<file path="config.mk">
export PLATFORM = sky130hd
export DESIGN_NAME = terminal_key_sequence_decoder_top
export DESIGN_NICKNAME = d
export VERILOG_FILES = /design/src/design/tksd_pkg.sv /design/src/design/terminal_key_sequence_decoder_top.sv /design/src/design/tksd_in_stage.sv /design/src/design/tksd_decoder.sv /design/src/design/tksd_out_stage.sv
export SDC_FILE = /design/constraint.sdc
export NUM_CORES = 1
export LEC_CHECK = 0
export ABC_AREA = 0
export BUFFER_PORTS_ARGS = -buffer_cell sky130_fd_sc_hd__buf_2
export CAP_MARGIN = 5
export CORE_MARGIN = 1.5
export CORE_UTILIZATION = 35
export CTS_CLUSTER_DIAMETER = 80
export DETAILED_ROUTE_END_ITERATION = 6
export GPL_TIMING_DRIVEN = 0
export SLEW_MARGIN = 20
export SYNTH_ARGS = -nofsm -noshare
export SYNTH_HDL_FRONTEND = slang
export SYNTH_SLANG_ARGS = --single-unit
</file>
<file path="constraint.sdc">
create_clock -name clock -period 4.19 [get_ports clock]
set_input_delay 0.838 -clock clock [delete_from_list [all_inputs] [get_ports clock]]
set_output_delay 0.838 -clock clock [all_outputs]
set_load 0.02 [all_outputs]
</file>
<file path="src/design/tksd_pkg.sv">
`default_nettype none

package tksd_pkg;

   localparam int KEY_W = 21;
   localparam int ACT_W = 5;

   // sequence phases
   localparam logic [1:0] PHASE_IDLE = 2'd0;
   localparam logic [1:0] PHASE_ESC  = 2'd1;
   localparam logic [1:0] PHASE_CSI  = 2'd2;
   localparam logic [1:0] PHASE_SS3  = 2'd3;

   // modifier bits
   localparam logic [2:0] MOD_NONE  = 3'd0;
   localparam logic [2:0] MOD_CTRL  = 3'd1;
   localparam logic [2:0] MOD_META  = 3'd2;
   localparam logic [2:0] MOD_SHIFT = 3'd4;

   // characters that steer the decoder
   localparam logic [KEY_W-1:0] CH_ESC      = 21'h1b;
   localparam logic [KEY_W-1:0] CH_CTRL_TOP = 21'h20;
   localparam logic [KEY_W-1:0] CH_CTRL_OFS = 21'h60;
   localparam logic [KEY_W-1:0] CH_DEL      = 21'h7f;
   localparam logic [KEY_W-1:0] CH_LBRACKET = 21'h5b;
   localparam logic [KEY_W-1:0] CH_UPPER_O  = 21'h4f;
   localparam logic [KEY_W-1:0] CH_DIGIT_0  = 21'h30;
   localparam logic [KEY_W-1:0] CH_DIGIT_9  = 21'h39;
   localparam logic [KEY_W-1:0] CH_LOWER_A  = 21'h61;
   localparam logic [KEY_W-1:0] CH_LOWER_D  = 21'h64;
   localparam logic [KEY_W-1:0] CH_UPPER_A  = 21'h41;
   localparam logic [KEY_W-1:0] CH_UPPER_D  = 21'h44;
   localparam logic [KEY_W-1:0] CH_UPPER_Z  = 21'h5a;
   localparam logic [KEY_W-1:0] CH_AT       = 21'h40;
   localparam logic [KEY_W-1:0] CH_CARET    = 21'h5e;
   localparam logic [KEY_W-1:0] CH_DOLLAR   = 21'h24;
   localparam logic [KEY_W-1:0] CH_TILDE    = 21'h7e;
   localparam logic [KEY_W-1:0] CH_LOWER_I  = 21'h69;

   // private key codes
   localparam logic [KEY_W-1:0] K_NOOP  = 21'hd800;
   localparam logic [KEY_W-1:0] K_UP    = 21'hd801;
   localparam logic [KEY_W-1:0] K_DOWN  = 21'hd802;
   localparam logic [KEY_W-1:0] K_LEFT  = 21'hd803;
   localparam logic [KEY_W-1:0] K_RIGHT = 21'hd804;
   localparam logic [KEY_W-1:0] K_PRIOR = 21'hd805;
   localparam logic [KEY_W-1:0] K_NEXT  = 21'hd806;
   localparam logic [KEY_W-1:0] K_HOME  = 21'hd807;
   localparam logic [KEY_W-1:0] K_END   = 21'hd808;
   localparam logic [KEY_W-1:0] K_FIND  = 21'hd809;
   localparam logic [KEY_W-1:0] K_SEL   = 21'hd80a;
   localparam logic [KEY_W-1:0] K_INS   = 21'hd80b;
   localparam logic [KEY_W-1:0] K_DEL   = 21'hd80c;
   localparam logic [KEY_W-1:0] K_F0    = 21'hd80d;

   // editing actions
   localparam logic [ACT_W-1:0] ACT_NOOP        = 5'd0;
   localparam logic [ACT_W-1:0] ACT_INSERT      = 5'd1;
   localparam logic [ACT_W-1:0] ACT_BACKSPACE   = 5'd2;
   localparam logic [ACT_W-1:0] ACT_FWD_CHAR    = 5'd3;
   localparam logic [ACT_W-1:0] ACT_BACK_CHAR   = 5'd4;
   localparam logic [ACT_W-1:0] ACT_LINE_START  = 5'd5;
   localparam logic [ACT_W-1:0] ACT_LINE_END    = 5'd6;
   localparam logic [ACT_W-1:0] ACT_INTERRUPT   = 5'd7;
   localparam logic [ACT_W-1:0] ACT_EOF         = 5'd8;
   localparam logic [ACT_W-1:0] ACT_KILL_BACK   = 5'd9;
   localparam logic [ACT_W-1:0] ACT_KILL_END    = 5'd10;
   localparam logic [ACT_W-1:0] ACT_REDRAW      = 5'd11;
   localparam logic [ACT_W-1:0] ACT_SEND        = 5'd12;
   localparam logic [ACT_W-1:0] ACT_KILL_START  = 5'd13;
   localparam logic [ACT_W-1:0] ACT_YANK        = 5'd14;
   localparam logic [ACT_W-1:0] ACT_KILL_WORD   = 5'd15;
   localparam logic [ACT_W-1:0] ACT_FWD_WORD    = 5'd16;
   localparam logic [ACT_W-1:0] ACT_BACK_WORD   = 5'd17;

   typedef struct packed {
      logic [ACT_W-1:0] action;
      logic             shift_mod;
      logic             meta_mod;
      logic             ctrl_mod;
      logic [KEY_W-1:0] key_code;
   } key_result_type;

   // up, down, right, left for final letters a..d / A..D
   function automatic logic [KEY_W-1:0] arrow_code(input logic [1:0] idx);
      logic [KEY_W-1:0] k;
      k = K_UP;
      case (idx)
         2'd0:    k = K_UP;
         2'd1:    k = K_DOWN;
         2'd2:    k = K_RIGHT;
         default: k = K_LEFT;
      endcase
      return k;
   endfunction

   // function and navigation keys by csi parameter, noop past the table
   function automatic logic [KEY_W-1:0] fkey_code(input logic [5:0] idx);
      logic [KEY_W-1:0] k;
      k = K_NOOP;
      case (idx)
         6'd1:  k = K_FIND;
         6'd2:  k = K_INS;
         6'd3:  k = K_DEL;
         6'd4:  k = K_SEL;
         6'd5:  k = K_PRIOR;
         6'd6:  k = K_NEXT;
         6'd7:  k = K_HOME;
         6'd8:  k = K_END;
         6'd12: k = K_F0 + 21'd1;
         6'd13: k = K_F0 + 21'd2;
         6'd14: k = K_F0 + 21'd3;
         6'd15: k = K_F0 + 21'd4;
         6'd16: k = K_F0 + 21'd5;
         6'd18: k = K_F0 + 21'd6;
         6'd19: k = K_F0 + 21'd7;
         6'd20: k = K_F0 + 21'd8;
         6'd21: k = K_F0 + 21'd9;
         6'd22: k = K_F0 + 21'd10;
         6'd24: k = K_F0 + 21'd11;
         6'd25: k = K_F0 + 21'd12;
         6'd26: k = K_F0 + 21'd13;
         6'd27: k = K_F0 + 21'd14;
         6'd29: k = K_F0 + 21'd15;
         6'd30: k = K_F0 + 21'd16;
         6'd32: k = K_F0 + 21'd17;
         6'd33: k = K_F0 + 21'd18;
         6'd34: k = K_F0 + 21'd19;
         6'd35: k = K_F0 + 21'd20;
         default: k = K_NOOP;
      endcase
      return k;
   endfunction

   // key binding per modifier set
   function automatic logic [ACT_W-1:0] lookup_action(input logic [2:0] mods,
                                                      input logic [KEY_W-1:0] key);
      logic [ACT_W-1:0] act;
      act = ACT_NOOP;
      case (mods) inside
         MOD_CTRL: begin
            case (key)
               21'h61:  act = ACT_LINE_START;  // a
               21'h62:  act = ACT_BACK_CHAR;   // b
               21'h63:  act = ACT_INTERRUPT;   // c
               21'h64:  act = ACT_EOF;         // d
               21'h65:  act = ACT_LINE_END;    // e
               21'h66:  act = ACT_FWD_CHAR;    // f
               21'h68:  act = ACT_KILL_BACK;   // h
               21'h6b:  act = ACT_KILL_END;    // k
               21'h6c:  act = ACT_REDRAW;      // l
               21'h6d:  act = ACT_SEND;        // m
               21'h75:  act = ACT_KILL_START;  // u
               21'h79:  act = ACT_YANK;        // y
               21'h77:  act = ACT_KILL_WORD;   // w
               K_UP:    act = ACT_LINE_START;
               K_DOWN:  act = ACT_LINE_END;
               K_RIGHT: act = ACT_FWD_WORD;
               K_LEFT:  act = ACT_BACK_WORD;
               default: act = ACT_NOOP;
            endcase
         end
         MOD_META: begin
            case (key)
               21'h62:  act = ACT_BACK_WORD;   // b
               21'h66:  act = ACT_FWD_WORD;    // f
               default: act = ACT_NOOP;
            endcase
         end
         MOD_CTRL | MOD_META, MOD_SHIFT: act = ACT_NOOP;
         default: begin
            // no modifier, and shift mixed with ctrl or meta
            case (key)
               CH_DEL:  act = ACT_BACKSPACE;
               K_RIGHT: act = ACT_FWD_CHAR;
               K_LEFT:  act = ACT_BACK_CHAR;
               K_HOME:  act = ACT_LINE_START;
               K_END:   act = ACT_LINE_END;
               default: act = ACT_INSERT;
            endcase
         end
      endcase
      return act;
   endfunction

endpackage

`default_nettype wire

</file>
<file path="src/design/terminal_key_sequence_decoder_top.sv">
`default_nettype none
// stages: input register, single-pass decode, result register, then rsp_
// throughput: one item per cycle while rsp_tready does not hold the result register
// items that only advance a sequence (esc, csi and ss3 introducers, digits) give no result
// reset: synchronous, active high; clears both stage valids, the sequence phase,
// the csi parameter and the pending modifiers

module terminal_key_sequence_decoder_top #(
   parameter int FKEY_TABLE_ENTRIES = 36,
   parameter int PARAM_BITS         = 16
) (
   input  wire logic        clock,
   input  wire logic        reset,
   // input item channel
   input  wire logic        req_tvalid,
   output logic             req_tready,
   input  wire logic [23:0] req_tdata,   // [20:0] code_point, [23:21] zero
   // result item channel
   output logic             rsp_tvalid,
   input  wire logic        rsp_tready,
   output logic [31:0]      rsp_tdata    // [20:0] key_code, [21] ctrl_mod, [22] meta_mod,
                                         // [23] shift_mod, [28:24] action, [31:29] zero
);

   logic                       in_valid;
   logic [tksd_pkg::KEY_W-1:0] in_char;
   logic                       out_ready;
   logic                       advance;
   logic                       emit;
   tksd_pkg::key_result_type   result;

   // the decode step fires when the input register holds an item and the
   // result register is free or being emptied this cycle
   assign advance = in_valid && out_ready;

   tksd_in_stage u_in (
      .clock      (clock),
      .reset      (reset),
      .req_tvalid (req_tvalid),
      .req_tready (req_tready),
      .req_char   (req_tdata[tksd_pkg::KEY_W-1:0]),
      .advance    (advance),
      .in_valid   (in_valid),
      .in_char    (in_char)
   );

   // sequence state plus key mapping and binding lookup
   tksd_decoder #(
      .FKEY_TABLE_ENTRIES (FKEY_TABLE_ENTRIES),
      .PARAM_BITS         (PARAM_BITS)
   ) u_dec (
      .clock   (clock),
      .reset   (reset),
      .fire    (advance),
      .in_char (in_char),
      .emit    (emit),
      .result  (result)
   );

   // only finished keys reach the result register
   tksd_out_stage u_out (
      .clock      (clock),
      .reset      (reset),
      .load       (advance && emit),
      .result     (result),
      .out_ready  (out_ready),
      .rsp_tvalid (rsp_tvalid),
      .rsp_tready (rsp_tready),
      .rsp_tdata  (rsp_tdata)
   );

`ifndef ASSERT_OFF
   a_hold_when_blocked: assert property (@(posedge clock) disable iff (reset)
      in_valid && !out_ready |-> !req_tready)
      else $error("input taken while decode stage is blocked");
`endif

endmodule

`default_nettype wire

</file>
<file path="src/design/tksd_in_stage.sv">
`default_nettype none

module tksd_in_stage (
   input  wire logic                       clock,
   input  wire logic                       reset,
   input  wire logic                       req_tvalid,
   output logic                            req_tready,
   input  wire logic [tksd_pkg::KEY_W-1:0] req_char,
   input  wire logic                       advance,
   output logic                            in_valid,
   output logic [tksd_pkg::KEY_W-1:0]      in_char
);

   logic                       valid_ff, valid_in;
   logic [tksd_pkg::KEY_W-1:0] char_ff;
   logic                       take;

   assign req_tready = !valid_ff || advance;
   assign take       = req_tvalid && req_tready;
   assign valid_in   = take || (valid_ff && !advance);

   always_ff @(posedge clock) begin
      if (reset) begin
         valid_ff <= 1'b0;
      end else begin
         valid_ff <= valid_in;
      end
   end

   always_ff @(posedge clock) begin
      if (take) begin
         char_ff <= req_char;
      end
   end

   assign in_valid = valid_ff;
   assign in_char  = char_ff;

endmodule

`default_nettype wire

</file>
<file path="src/design/tksd_decoder.sv">
`default_nettype none

module tksd_decoder #(
   parameter int FKEY_TABLE_ENTRIES = 36,
   parameter int PARAM_BITS         = 16
) (
   input  wire logic                       clock,
   input  wire logic                       reset,
   input  wire logic                       fire,
   input  wire logic [tksd_pkg::KEY_W-1:0] in_char,
   output logic                            emit,
   output tksd_pkg::key_result_type        result
);

   localparam int PROD_W = PARAM_BITS + 4;

   logic [1:0]                 phase_ff, phase_in;
   logic [PARAM_BITS-1:0]      param_ff, param_in;
   logic [2:0]                 pending_ff, pending_in;
   logic [PROD_W-1:0]          prod;
   logic [PARAM_BITS-1:0]      param_sat;
   logic [tksd_pkg::KEY_W-1:0] c;
   logic [tksd_pkg::KEY_W-1:0] key;
   logic [tksd_pkg::KEY_W-1:0] fkey;
   logic [2:0]                 mods;
   logic                       fkey_past;

   // param * 10 + digit by shift and add, saturating
   assign prod = ({4'b0, param_ff} << 3) + ({4'b0, param_ff} << 1)
               + PROD_W'(in_char[3:0]);
   assign param_sat = (|prod[PROD_W-1:PARAM_BITS]) ? {PARAM_BITS{1'b1}}
                                                   : prod[PARAM_BITS-1:0];

   // past the table the final byte itself is the key
   assign fkey_past = 32'(param_ff) >= 32'(FKEY_TABLE_ENTRIES);
   assign fkey      = fkey_past ? in_char : tksd_pkg::fkey_code(param_ff[5:0]);

   always_comb begin
      c        = in_char;
      key      = in_char;
      mods     = pending_ff;
      phase_in = tksd_pkg::PHASE_IDLE;
      param_in = param_ff;
      emit     = 1'b1;
      unique case (phase_ff)
         tksd_pkg::PHASE_ESC: begin
            if (c == tksd_pkg::CH_LBRACKET) begin
               phase_in = tksd_pkg::PHASE_CSI;
               emit     = 1'b0;
            end else if (c == tksd_pkg::CH_UPPER_O) begin
               phase_in = tksd_pkg::PHASE_SS3;
               emit     = 1'b0;
            end else begin
               mods = mods | tksd_pkg::MOD_META;
               if (c == tksd_pkg::CH_ESC) begin
                  phase_in = tksd_pkg::PHASE_ESC;
                  emit     = 1'b0;
               end else if (c < tksd_pkg::CH_CTRL_TOP) begin
                  mods = mods | tksd_pkg::MOD_CTRL;
                  key  = c + tksd_pkg::CH_CTRL_OFS;
               end
            end
         end
         tksd_pkg::PHASE_CSI: begin
            if (c >= tksd_pkg::CH_DIGIT_0 && c <= tksd_pkg::CH_DIGIT_9) begin
               param_in = param_sat;
               phase_in = tksd_pkg::PHASE_CSI;
               emit     = 1'b0;
            end else begin
               param_in = '0;
               if (c >= tksd_pkg::CH_LOWER_A && c <= tksd_pkg::CH_LOWER_D) begin
                  mods = mods | tksd_pkg::MOD_SHIFT;
                  key  = tksd_pkg::arrow_code(2'(c - tksd_pkg::CH_LOWER_A));
               end else if (c >= tksd_pkg::CH_UPPER_A && c <= tksd_pkg::CH_UPPER_D) begin
                  key = tksd_pkg::arrow_code(2'(c - tksd_pkg::CH_UPPER_A));
               end else if (c == tksd_pkg::CH_UPPER_Z) begin
                  // shift-tab
                  mods = mods | tksd_pkg::MOD_SHIFT | tksd_pkg::MOD_CTRL;
                  key  = tksd_pkg::CH_LOWER_I;
               end else if (c == tksd_pkg::CH_AT) begin
                  mods = mods | tksd_pkg::MOD_SHIFT | tksd_pkg::MOD_CTRL;
                  key  = fkey;
               end else if (c == tksd_pkg::CH_CARET) begin
                  mods = mods | tksd_pkg::MOD_CTRL;
                  key  = fkey;
               end else if (c == tksd_pkg::CH_DOLLAR) begin
                  mods = mods | tksd_pkg::MOD_SHIFT;
                  key  = fkey;
               end else if (c == tksd_pkg::CH_TILDE) begin
                  key = fkey;
               end
            end
         end
         tksd_pkg::PHASE_SS3: begin
            if (c >= tksd_pkg::CH_LOWER_A && c <= tksd_pkg::CH_LOWER_D) begin
               mods = mods | tksd_pkg::MOD_CTRL;
               key  = tksd_pkg::arrow_code(2'(c - tksd_pkg::CH_LOWER_A));
            end else if (c >= tksd_pkg::CH_UPPER_A && c <= tksd_pkg::CH_UPPER_D) begin
               mods = mods | tksd_pkg::MOD_SHIFT | tksd_pkg::MOD_CTRL;
               key  = tksd_pkg::arrow_code(2'(c - tksd_pkg::CH_UPPER_A));
            end
         end
         tksd_pkg::PHASE_IDLE: begin
            if (c == tksd_pkg::CH_ESC) begin
               phase_in = tksd_pkg::PHASE_ESC;
               emit     = 1'b0;
            end else if (c < tksd_pkg::CH_CTRL_TOP) begin
               mods = mods | tksd_pkg::MOD_CTRL;
               key  = c + tksd_pkg::CH_CTRL_OFS;
            end
         end
         default: begin
            phase_in = tksd_pkg::PHASE_IDLE;
         end
      endcase
      pending_in = emit ? tksd_pkg::MOD_NONE : mods;
   end

   always_ff @(posedge clock) begin
      if (reset) begin
         phase_ff   <= tksd_pkg::PHASE_IDLE;
         param_ff   <= '0;
         pending_ff <= tksd_pkg::MOD_NONE;
      end else if (fire) begin
         phase_ff   <= phase_in;
         param_ff   <= param_in;
         pending_ff <= pending_in;
      end
   end

   assign result.key_code  = key;
   assign result.ctrl_mod  = mods[0];
   assign result.meta_mod  = mods[1];
   assign result.shift_mod = mods[2];
   assign result.action    = tksd_pkg::lookup_action(mods, key);

`ifndef ASSERT_OFF
   a_idle_no_mods: assert property (@(posedge clock) disable iff (reset)
      phase_ff == tksd_pkg::PHASE_IDLE |-> pending_ff == tksd_pkg::MOD_NONE)
      else $error("modifiers pending while idle");

   a_param_only_csi: assert property (@(posedge clock) disable iff (reset)
      phase_ff != tksd_pkg::PHASE_CSI |-> param_ff == '0)
      else $error("csi parameter left over outside csi");

   a_emit_clears: assert property (@(posedge clock) disable iff (reset)
      fire && emit |=> pending_ff == tksd_pkg::MOD_NONE
                       && phase_ff == tksd_pkg::PHASE_IDLE)
      else $error("finished key did not return to idle");
`endif

endmodule

`default_nettype wire

</file>
<file path="src/design/tksd_out_stage.sv">
`default_nettype none

module tksd_out_stage (
   input  wire logic                     clock,
   input  wire logic                     reset,
   input  wire logic                     load,
   input  wire tksd_pkg::key_result_type result,
   output logic                          out_ready,
   output logic                          rsp_tvalid,
   input  wire logic                     rsp_tready,
   output logic [31:0]                   rsp_tdata
);

   logic                     valid_ff, valid_in;
   tksd_pkg::key_result_type data_ff;

   assign out_ready = !valid_ff || rsp_tready;
   assign valid_in  = load || (valid_ff && !rsp_tready);

   always_ff @(posedge clock) begin
      if (reset) begin
         valid_ff <= 1'b0;
      end else begin
         valid_ff <= valid_in;
      end
   end

   always_ff @(posedge clock) begin
      if (load) begin
         data_ff <= result;
      end
   end

   assign rsp_tvalid = valid_ff;
   assign rsp_tdata  = {3'b000, data_ff};

endmodule

`default_nettype wire

</file>
; Yosys cells after proc, flatten, opt, wreduce, memory -nomap -nowiden
; Memory sizes are Yosys's and may differ from the RTL's. A register that Yosys moved wholly into a read port is not among the register bits.
; Index checks and enable logic that the tools add are counted.
[totals]
reg_bits = 73
rom_bits = 384
input_bits = 28
out_inout_bits = 34
n_memories = 1
[op_classes]
add_sub_neg = 5
magnitude_cmp = 8
eq_ne = 39
mux = 55
n_reduce_logical = 24
[mem_list]
columns = name, words, word_bits, read_ports, rd_clocked_by_memory_dff, write_ports, line
row1 = (name not given), 64, 6, 1, 1, 0, tksd_pkg.sv:101  ; case (idx)
[op_table]
columns = operator, count
row1 = 21-bit by 7-bit == test with 1-bit output (second input constant), 20
row2 = 21-bit 2-to-1 mux, 15
row3 = 21-bit by 16-bit == test with 1-bit output (second input constant), 6
row4 = 21-bit case mux with 4 select lines, 1
row5 = 5-bit case mux with 15 select lines, 1
row6 = 21-bit by 7-bit greater-or-equal comparator with 1-bit output (second input constant), 2
row7 = 21-bit by 7-bit <= comparator with 1-bit output (second input constant), 2
row8 = 16-bit 2-to-1 mux, 2
row9 = 3-bit 2-to-1 mux, 10
row10 = 21-bit by 7-bit adder with 21-bit output (second input constant), 1
row11 = 21-bit by 5-bit == test with 1-bit output (second input constant), 1
row12 = 21-bit by 6-bit == test with 1-bit output (second input constant), 1
row13 = 21-bit by 6-bit greater-or-equal comparator with 1-bit output (second input constant), 1
row14 = 21-bit by 6-bit <= comparator with 1-bit output (second input constant), 1
row15 = 21-bit by 6-bit less-than comparator with 1-bit output (second input constant), 1
row16 = 19-bit by 17-bit adder with 20-bit output, 1
row17 = 20-bit by 4-bit adder with 20-bit output, 1
row18 = 3-bit case mux with 3 select lines, 2
row19 = 16-bit by 6-bit greater-or-equal comparator with 1-bit output (second input constant), 1
row20 = 5-bit 2-to-1 mux, 3
row21 = 3-bit case mux with 5 select lines, 1
row22 = 6-bit 2-to-1 mux, 2
row23 = 3-bit case mux with 4 select lines, 1
row24 = 2-bit 2-to-1 mux, 5
row25 = 17 further kinds, 49

; Longest topological paths before layout
; Gate-level depths: netlist of the first run.
[logic_depth]
ltp_word = 16
mapped_depth = 18

; By module
; Synthesis of the first run repeated with hierarchy kept, for this count alone.
[unflattened]
hier_cells = 617
hier_area_um2 = 5693.0
[by_module_without_submodules]
columns = module, n_inst, cells_each, area_per_inst_um2, seq_area_each_um2
row1 = tksd_decoder, 1, 552, 4051.4, 540.5
row2 = tksd_out_stage, 1, 37, 943.4, 890.9
row3 = tksd_in_stage, 1, 26, 685.7, 650.6
row4 = terminal_key_sequence_decoder_top, 1, 2, 12.5, 0.0

; Worst setup path after synthesis of the first run
; No wires, ideal clock.
[synth_timing]
path_type = register to register
start = reg u_in.char_ff, in the netlist u_in.in_char[3]
end = reg (tool-made name)
arrival_time_ps = 4274
required_ps = 4071
setup_slack_ps = -204
stages_incl_launch_ff = 18
n_path_buf = 0
period_less_slack_ps = 4394
cell_sequence = edfxtp_1 -> fa_1 -> fa_1 -> a21o_1 -> a21oi_1 -> o21a_1 -> nor3_1 -> o221a_2 -> or4b_1 -> o211ai_1 -> nand2_1 -> nand2_1 -> ha_1 -> nor4_1 -> a21oi_1 -> nand3_1 -> a311o_1 -> nand2_1
[synth_lines]
columns = element, line
row1 = from (decl), tksd_in_stage.sv:15  ; logic [tksd_pkg::KEY_W-1:0] char_ff;
row2 = from (signal assigned), tksd_in_stage.sv:32  ; char_ff <= req_char;

==> out/metrics.yaml, run 1 <==
synth:
  ys_seq_area_frac: 0.377
  yosys_synthesis_warning_count: 0
  syn-instance-count: 605
  synth_flop_cell: "sky130_fd_sc_hd__edfxtp_1"
  postSynthRegisterBits: 79
  yosys.area.top_type_share: 0.272
  synth_cell_types: 84
  synth_top_cells_by_area: "sky130_fd_sc_hd__edfxtp_1 (27%), sky130_fd_sc_hd__dfxtp_1 (11%), sky130_fd_sc_hd__ha_1 (9.3%)"
  synthDominantAreaCellType: "sky130_fd_sc_hd__edfxtp_1"
  synth_enable_flop_cells: 50
  syn-mean-instance-area_sq_um: 9.14
  post_synth_most_frequent_cells: "sky130_fd_sc_hd__nand2_1 (54), sky130_fd_sc_hd__nor2_1 (54), sky130_fd_sc_hd__edfxtp_1 (50)"
  summed_instance_area_of_the_synthesized_netlist_sq_um: 5530
  async_reset_ff_frac: 0
critical_path:
  timing.reg2reg.worst_path_depth: 18
  end_kind: "register"
  timing.rr.start: "u_in.in_char[3]$_DFFE_PP_"
  startpoint_type: "register"
  cp-startpoint: "u_in.in_char[3]$_DFFE_PP_"
  critical_path_peak_fanout: 4
  path_class: "register to register"
  worst-endpoint-arrival_ns: 4.76
  cp.required_ns: 4.46
sta:
  max_transition_margin: 0.286
  final_max_slew_violation_count: 0
  final.setup.tns_ns: -0.684
  timing_hold_violations_final: 0
  setup_violations: 5
  worst_clock_skew_ns: 0.00760
  worst_pin_slew_ns: 1.07
  achievable-frequency_mhz: 223
  hold_slack_ns: 0.502
  final.min_clock_period_ns: 4.49
  grt_setup_unrepaired: "yes"
  final_min_period_over_clock_period: 1.07
  fin_ws_ns: -0.301
route:
  detail_route.drc_violations: 0
  routed_wl_um: 15200
  dr.first_iter.drc_count: 405
  drt_pass1_iterations: 5
  ant_nets: 0
  avgRoutedWirePerCell_um: 16.6
  avgViaCountPerCell: 5.51
  num_vias: 5027
cells_and_area:
  synth_to_final_area_change_pct: 22.7
  final_core_utilization: 0.443
  post_route_cells_drive_above_1_share: 0.239
  final.fill_count: 1499
  final_cell_area_sq_um: 6780
  final_net_count: 768
  n_antenna_cell: 0
floorplanning:
  height_of_the_chip_um: 129
  standard_cell_core_area_sq_um: 15300
  placement_row_count: 45
  start_util: 0.361
  dieWidth_um: 129
  total_die_area_sq_um: 16600
  ioPinCount: 62
global_routing:
  grt_antenna_before_repair: 0
  grt_first_pass_wirelength_um: 24400
  global_route.usage.total: 0.186
  grt_max_degree: 22
  globalRoute.totalOverflow: 0
  grt_pass1_vias: 4773
place:
  io_buffer_count: 55
  detailed_place.area_sq_um: 6130
  place.detailed.hpwl_um: 11300
  gp_routability_congestion: 0.948
pwr:
  cellPowerDensity_nw_per_um2: 263
  pwr-share-clk: 0.420
  power_report.internal_total_mw: 1.33
  sw_frac_of_total: 0.255
  max-vdd-ir-drop_uv: 202
  pwr-share-comb: 0.094
  power_leakage_nw: 2.79
  seqPwrFrac: 0.486
  p_total_mw: 1.79
  p_sw_mw: 0.455
cts:
  cts_tree: "built"
  htree_levels: 3
  ctsRootBufferMaster: "sky130_fd_sc_hd__clkbuf_16"
  ctsLongestPathBuffers: 2
  clk-insertion-delay-late_ns: 0.34
  clk_pin_slew_ns: 0.06
  cts_inserted_buffers: 9
  clock_sinks: 79
worst_hold_path:
  hp-class: "register to register"
  min-delay-start: "u_dec.param_ff[10]$_SDFFE_PP0P_"
  holdPathStages: 2
run_status:
  violations_in_the_final_reports: "setup timing"
  status: "finished with violations"
flow_run:
  maxCapViolations: 0
==> per-layer routing <==
layer | wire length [um] | GRT usage | share of wire
met1 | 6770 | 0.245 | 0.45
met3 | 704 | 0.0295 | 0.046
met4 | 289 | 0.0621 | 0.019
met5 | 0 | 0 | 0
met2 | 7430 | 0.313 | 0.49
==> cell type report <==
class | instances | area (sq um) | area share
Buffer | 33 | 150 | 0.0221
Clock buffer | 9 | 225 | 0.0332
Clock inverter | 7 | 61.3 | 0.00904
Inverter | 26 | 100 | 0.0148
Multi-Input combinational cell | 469 | 3410 | 0.502
Sequential cell | 79 | 2080 | 0.307
Tap cell | 211 | 264 | 0.0389
Timing Repair Buffer | 79 | 492 | 0.0725
==> registers in the layout (all words and copies together), names as in the netlist, named ones only <==
signal / cells
u_dec.param_ff: 16
u_dec.pending_ff: 3
u_dec.phase_ff: 2
u_in.in_char: 21
u_in.in_valid: 1
u_out.rsp_tdata: 29
u_out.rsp_tvalid: 1
==> metrics by stage <==
| step | instances | worst slack (ns) |
|---|---|---|
| after global placement | 873 | -0.768 |
| after detailed placement | 874 | -0.841 |
| after global routing | 913 | -0.403 |
| final | 913 | -0.301 |
| after CTS | 901 | -0.258 |
| after floorplan | 607 | 0.00684 |
==> cells in the final DEF (no fill, tap or decap), types with 16 or more instances in the layout <==
master,instances
sky130_fd_sc_hd__buf_2,61
sky130_fd_sc_hd__nor2_1,53
sky130_fd_sc_hd__nand2_1,52
sky130_fd_sc_hd__edfxtp_1,50
sky130_fd_sc_hd__a21oi_1,40
sky130_fd_sc_hd__ha_1,36
sky130_fd_sc_hd__dfxtp_1,27
sky130_fd_sc_hd__o21ai_0,24
sky130_fd_sc_hd__buf_4,24
sky130_fd_sc_hd__inv_1,23
sky130_fd_sc_hd__clkbuf_1,22
sky130_fd_sc_hd__nor3_1,20
sky130_fd_sc_hd__nand3_1,17
sky130_fd_sc_hd__nand4_1,16
==> logic make-up (layout without fill, tap and decap cells) <==
logic type | count (synthesis) | in the layout | share of synthesized area
compound gates | 166 | 166 | 0.217
xor+xnor | 14 | 14 | 0.0222
fa+ha+maj | 44 | 44 | 0.102
buf+inv | 59 | 154 | 0.0448
flops | 79 | 79 | 0.377
mux | 7 | 7 | 0.0131
other cells | 1 | 3 | 0.000678
simple gates | 235 | 235 | 0.224
==> final timing paths <==
check	endpoint	slack, ns
setup / recovery	register	-0.30
setup reg to reg	register	-0.30
hold reg to reg	u_dec.param_ff[10]$_SDFFE_PP0P_	0.50
hold / removal	u_dec.param_ff[10]$_SDFFE_PP0P_	0.50
==> power by group through the flow <==
stage                     Combinational [mW]  Clock (mW)  Sequential [mW]
after floorplan                       0.0840           0            0.901
after global placement                 0.150           0            0.887
after detailed placement               0.157           0            0.887
after CTS                              0.160       0.771            0.868
after global routing                   0.183       0.808            0.871
final                                  0.168       0.749            0.868
==> critical path, stage by stage, from the launching register on <==
cell and delay [ns]:
sky130_fd_sc_hd__edfxtp_1 0.45, sky130_fd_sc_hd__fa_2 0.53, sky130_fd_sc_hd__fa_2 0.41, sky130_fd_sc_hd__a21o_1 0.17, sky130_fd_sc_hd__a21oi_2 0.17, sky130_fd_sc_hd__o21a_1 0.20
sky130_fd_sc_hd__nor3_2 0.06, sky130_fd_sc_hd__o221a_4 0.31, sky130_fd_sc_hd__or4b_4 0.52, sky130_fd_sc_hd__o211ai_1 0.23, sky130_fd_sc_hd__nand2_1 0.15, sky130_fd_sc_hd__nand2_4 0.12
sky130_fd_sc_hd__buf_12 0.13, sky130_fd_sc_hd__ha_4 0.16, sky130_fd_sc_hd__nor4_2 0.05, sky130_fd_sc_hd__a21oi_1 0.15, sky130_fd_sc_hd__nand3_1 0.14, sky130_fd_sc_hd__a311o_1 0.41
sky130_fd_sc_hd__nand2_1 0.08
==> repair_timing <==
action	in CTS	in global routing
pin swaps	18	28
gates resized for setup	19	18
endpoints found under the setup margin	5	11
hold buffers	0	0
buffers inserted	11	12
(Power assumes the default switching activity.)
==> run 2, diff against run 1 <==
--- a/config.mk
+++ b/config.mk
@@ -13,6 +13,7 @@
 export CTS_CLUSTER_DIAMETER = 80
 export DETAILED_ROUTE_END_ITERATION = 6
 export GPL_TIMING_DRIVEN = 0
+export SKIP_CTS_REPAIR_TIMING = 1
 export SLEW_MARGIN = 20
 export SYNTH_ARGS = -nofsm -noshare
 export SYNTH_HDL_FRONTEND = slang
==> out/metrics.yaml, run 2 (synthesis results as in run 1) <==
critical_path:
  end_kind: "register"
  worst-endpoint-arrival_ns: 4.70  # -0.06 ns
  critical-path-max-stage-delay_ns: 0.56  # +0.03 ns
  critical_path_slowest_stage_cell: "sky130_fd_sc_hd__or4b_4"
  critical_path_peak_fanout: 6  # +2
  path_class: "register to register"
  startpoint_type: "register"
  cp_common_cell: "sky130_fd_sc_hd__ha_4"
  cp.required_ns: 4.46  # about the same
  critical_path.cell_chain: "fa_2, ha_4, a21o_1, a21oi_4, o21ba_4, a211o_4, a21o_4, or4b_4, o211ai_1, nand2_2, nand2_4, ha_4, nor4_1, a21oi_1, nand3_1, a311o_1, nand2_1"
cells_and_area:
  final_net_count: 761  # -0.91%
  final_cell_count_no_fill: 906  # -0.77%
  largest_reg_flops: 29  # unchanged
  n_antenna_cell: 0  # unchanged
  layout.cells.most_common_list: "sky130_fd_sc_hd__buf_2 (60), sky130_fd_sc_hd__nor2_1 (53), sky130_fd_sc_hd__nand2_1 (51)"
  final_cell_area_sq_um: 6760  # -0.41%
  final_core_utilization: 0.441  # -0.00180
  final.fill_count: 1506  # +0.47%
  layout.cells.most_common: "sky130_fd_sc_hd__buf_2"
  post_route_cells_drive_above_1_share: 0.240  # +0.000972
  synth_to_final_area_change_pct: 22.2
run_status:
  status: "finished with violations"
  violations_in_the_final_reports: "setup timing"
sta:
  setup_violations: 4  # -1
  fin_ws_ns: -0.240  # +0.0612 ns
  final.min_clock_period_ns: 4.43  # -0.0612 ns
  timing_hold_violations_final: 0  # unchanged
  final_min_period_over_clock_period: 1.06  # -0.0146
  worst_clock_skew_ns: 0.00649  # -0.00111 ns
  final.setup.tns_ns: -0.688  # -0.00412 ns
  final_max_slew_violation_count: 0  # unchanged
  achievable-frequency_mhz: 226  # +1.4%
  worst_pin_slew_ns: 1.07  # -0.00491 ns
  hold_slack_ns: 0.502  # +0.000551 ns
  grt_setup_unrepaired: "yes"
  max_transition_margin: 0.289  # +0.00327
place:
  gp_routability_congestion: 0.948  # unchanged
  place.detailed.hpwl_um: 11300  # unchanged
  detailed_place.area_sq_um: 6130  # unchanged
  io_buffer_count: 55  # unchanged
  worst_setup_slack_after_placement_ns: -0.841  # unchanged
  placed_instance_count: 874  # unchanged
global_routing:
  global_route.usage.total: 0.183  # -0.00310
  grt_antenna_before_repair: 0  # unchanged
  grt_max_degree: 22  # unchanged
  grt_pass1_vias: 4710  # -1.3%
  globalRoute.totalOverflow: 0  # unchanged
  grt_first_pass_wirelength_um: 24000  # -1.6%
route:
  drt_pass1_iterations: 5  # unchanged
  avgViaCountPerCell: 5.54  # +0.55%
  met2_wirelength_um: 7310  # -1.6%
  maxUsedRoutingLayer: "met4"
  ant_nets: 0  # unchanged
  dr.first_iter.drc_count: 417  # +3.0%
  met3_length_um: 668  # -5.1%
  routed_wl_um: 15100  # -0.78%
  wl_met1_um: 6800  # +0.53%
  avgRoutedWirePerCell_um: 16.6  # about the same
  num_vias: 5016  # -0.22%
  detail_route.drc_violations: 0  # unchanged
cts:
  htree_levels: 3  # unchanged
  cts_inserted_buffers: 9  # unchanged
  clock_sinks: 79  # unchanged
  clk-insertion-delay-late_ns: 0.34  # about the same
  ctsRootBufferMaster: "sky130_fd_sc_hd__clkbuf_16"
  ctsLongestPathBuffers: 2  # unchanged
  cts_tree: "built"
  clk_pin_slew_ns: 0.06  # about the same
floorplanning:
  start_util: 0.361  # unchanged
  standard_cell_core_area_sq_um: 15300  # unchanged
  ioPinCount: 62  # unchanged
  height_of_the_chip_um: 129  # unchanged
  dieWidth_um: 129  # unchanged
  placement_row_count: 45  # unchanged
  total_die_area_sq_um: 16600  # unchanged
worst_hold_path:
  hp-class: "register to register"
pwr:
  p_total_mw: 1.78  # about the same
  cellPowerDensity_nw_per_um2: 264  # +0.37%
  max-vdd-ir-drop_uv: 201  # -0.30%
  power_leakage_nw: 2.75  # -1.3%
flow_run:
  maxCapViolations: 0  # unchanged
-- run 2: cell types whose count changed in the layout (fill, tap and decap cells not counted), sizes merged --
cell  delta
buf      -7
-- run 2: routing by layer --
layer	GRT usage	vias to the layer above
met5	0	-
met4	0.0628	0
met3	0.0295	22
met2	0.305	170
met1	0.242	2379
li1	-	2445
-- run 2: final cells by class --
| type | count | area (sq um) | area share |
|---|---|---|---|
| clock inverter | 7 | 61.3 | 0.00907 |
| inverter | 26 | 97.6 | 0.0144 |
| tap | 211 | 264 | 0.0391 |
| clock buffer | 9 | 225 | 0.0333 |
| buffer | 32 | 150 | 0.0222 |
| sequential | 79 | 2080 | 0.308 |
| multi-input combinational | 469 | 3440 | 0.510 |
| timing repair buffer | 73 | 430 | 0.0637 |
-- run 2: critical path, delay by kind of cell, from the launching register on --
kind / cells / cell delay, ns
and+or+nand+nor: 6 / 1.11
adders and majority gates: 3 / 1.00
AOI/OAI and AO/OA: 8 / 1.81
DFF: 1 / 0.44
-- run 2: worst paths after layout --
path | startpoint | to | cells after the start | slack, ns
worst max-delay path | u_in.in_char[3]$_DFFE_PP_ | register | 17 | -0.24
worst min-delay path | u_dec.param_ff[10]$_SDFFE_PP0P_ | u_dec.param_ff[10]$_SDFFE_PP0P_ | 2 | 0.50
worst max register to register | u_in.in_char[3]$_DFFE_PP_ | register | 17 | -0.24
worst min register to register | u_dec.param_ff[10]$_SDFFE_PP0P_ | u_dec.param_ff[10]$_SDFFE_PP0P_ | 2 | 0.50
-- run 2: report_power, final --
group	internal [mW]	leakage, nW	switching (mW)
combinational	0.0588	1.91	0.108
sequential	0.856	0.704	0.0117
clock	0.414	0.135	0.336
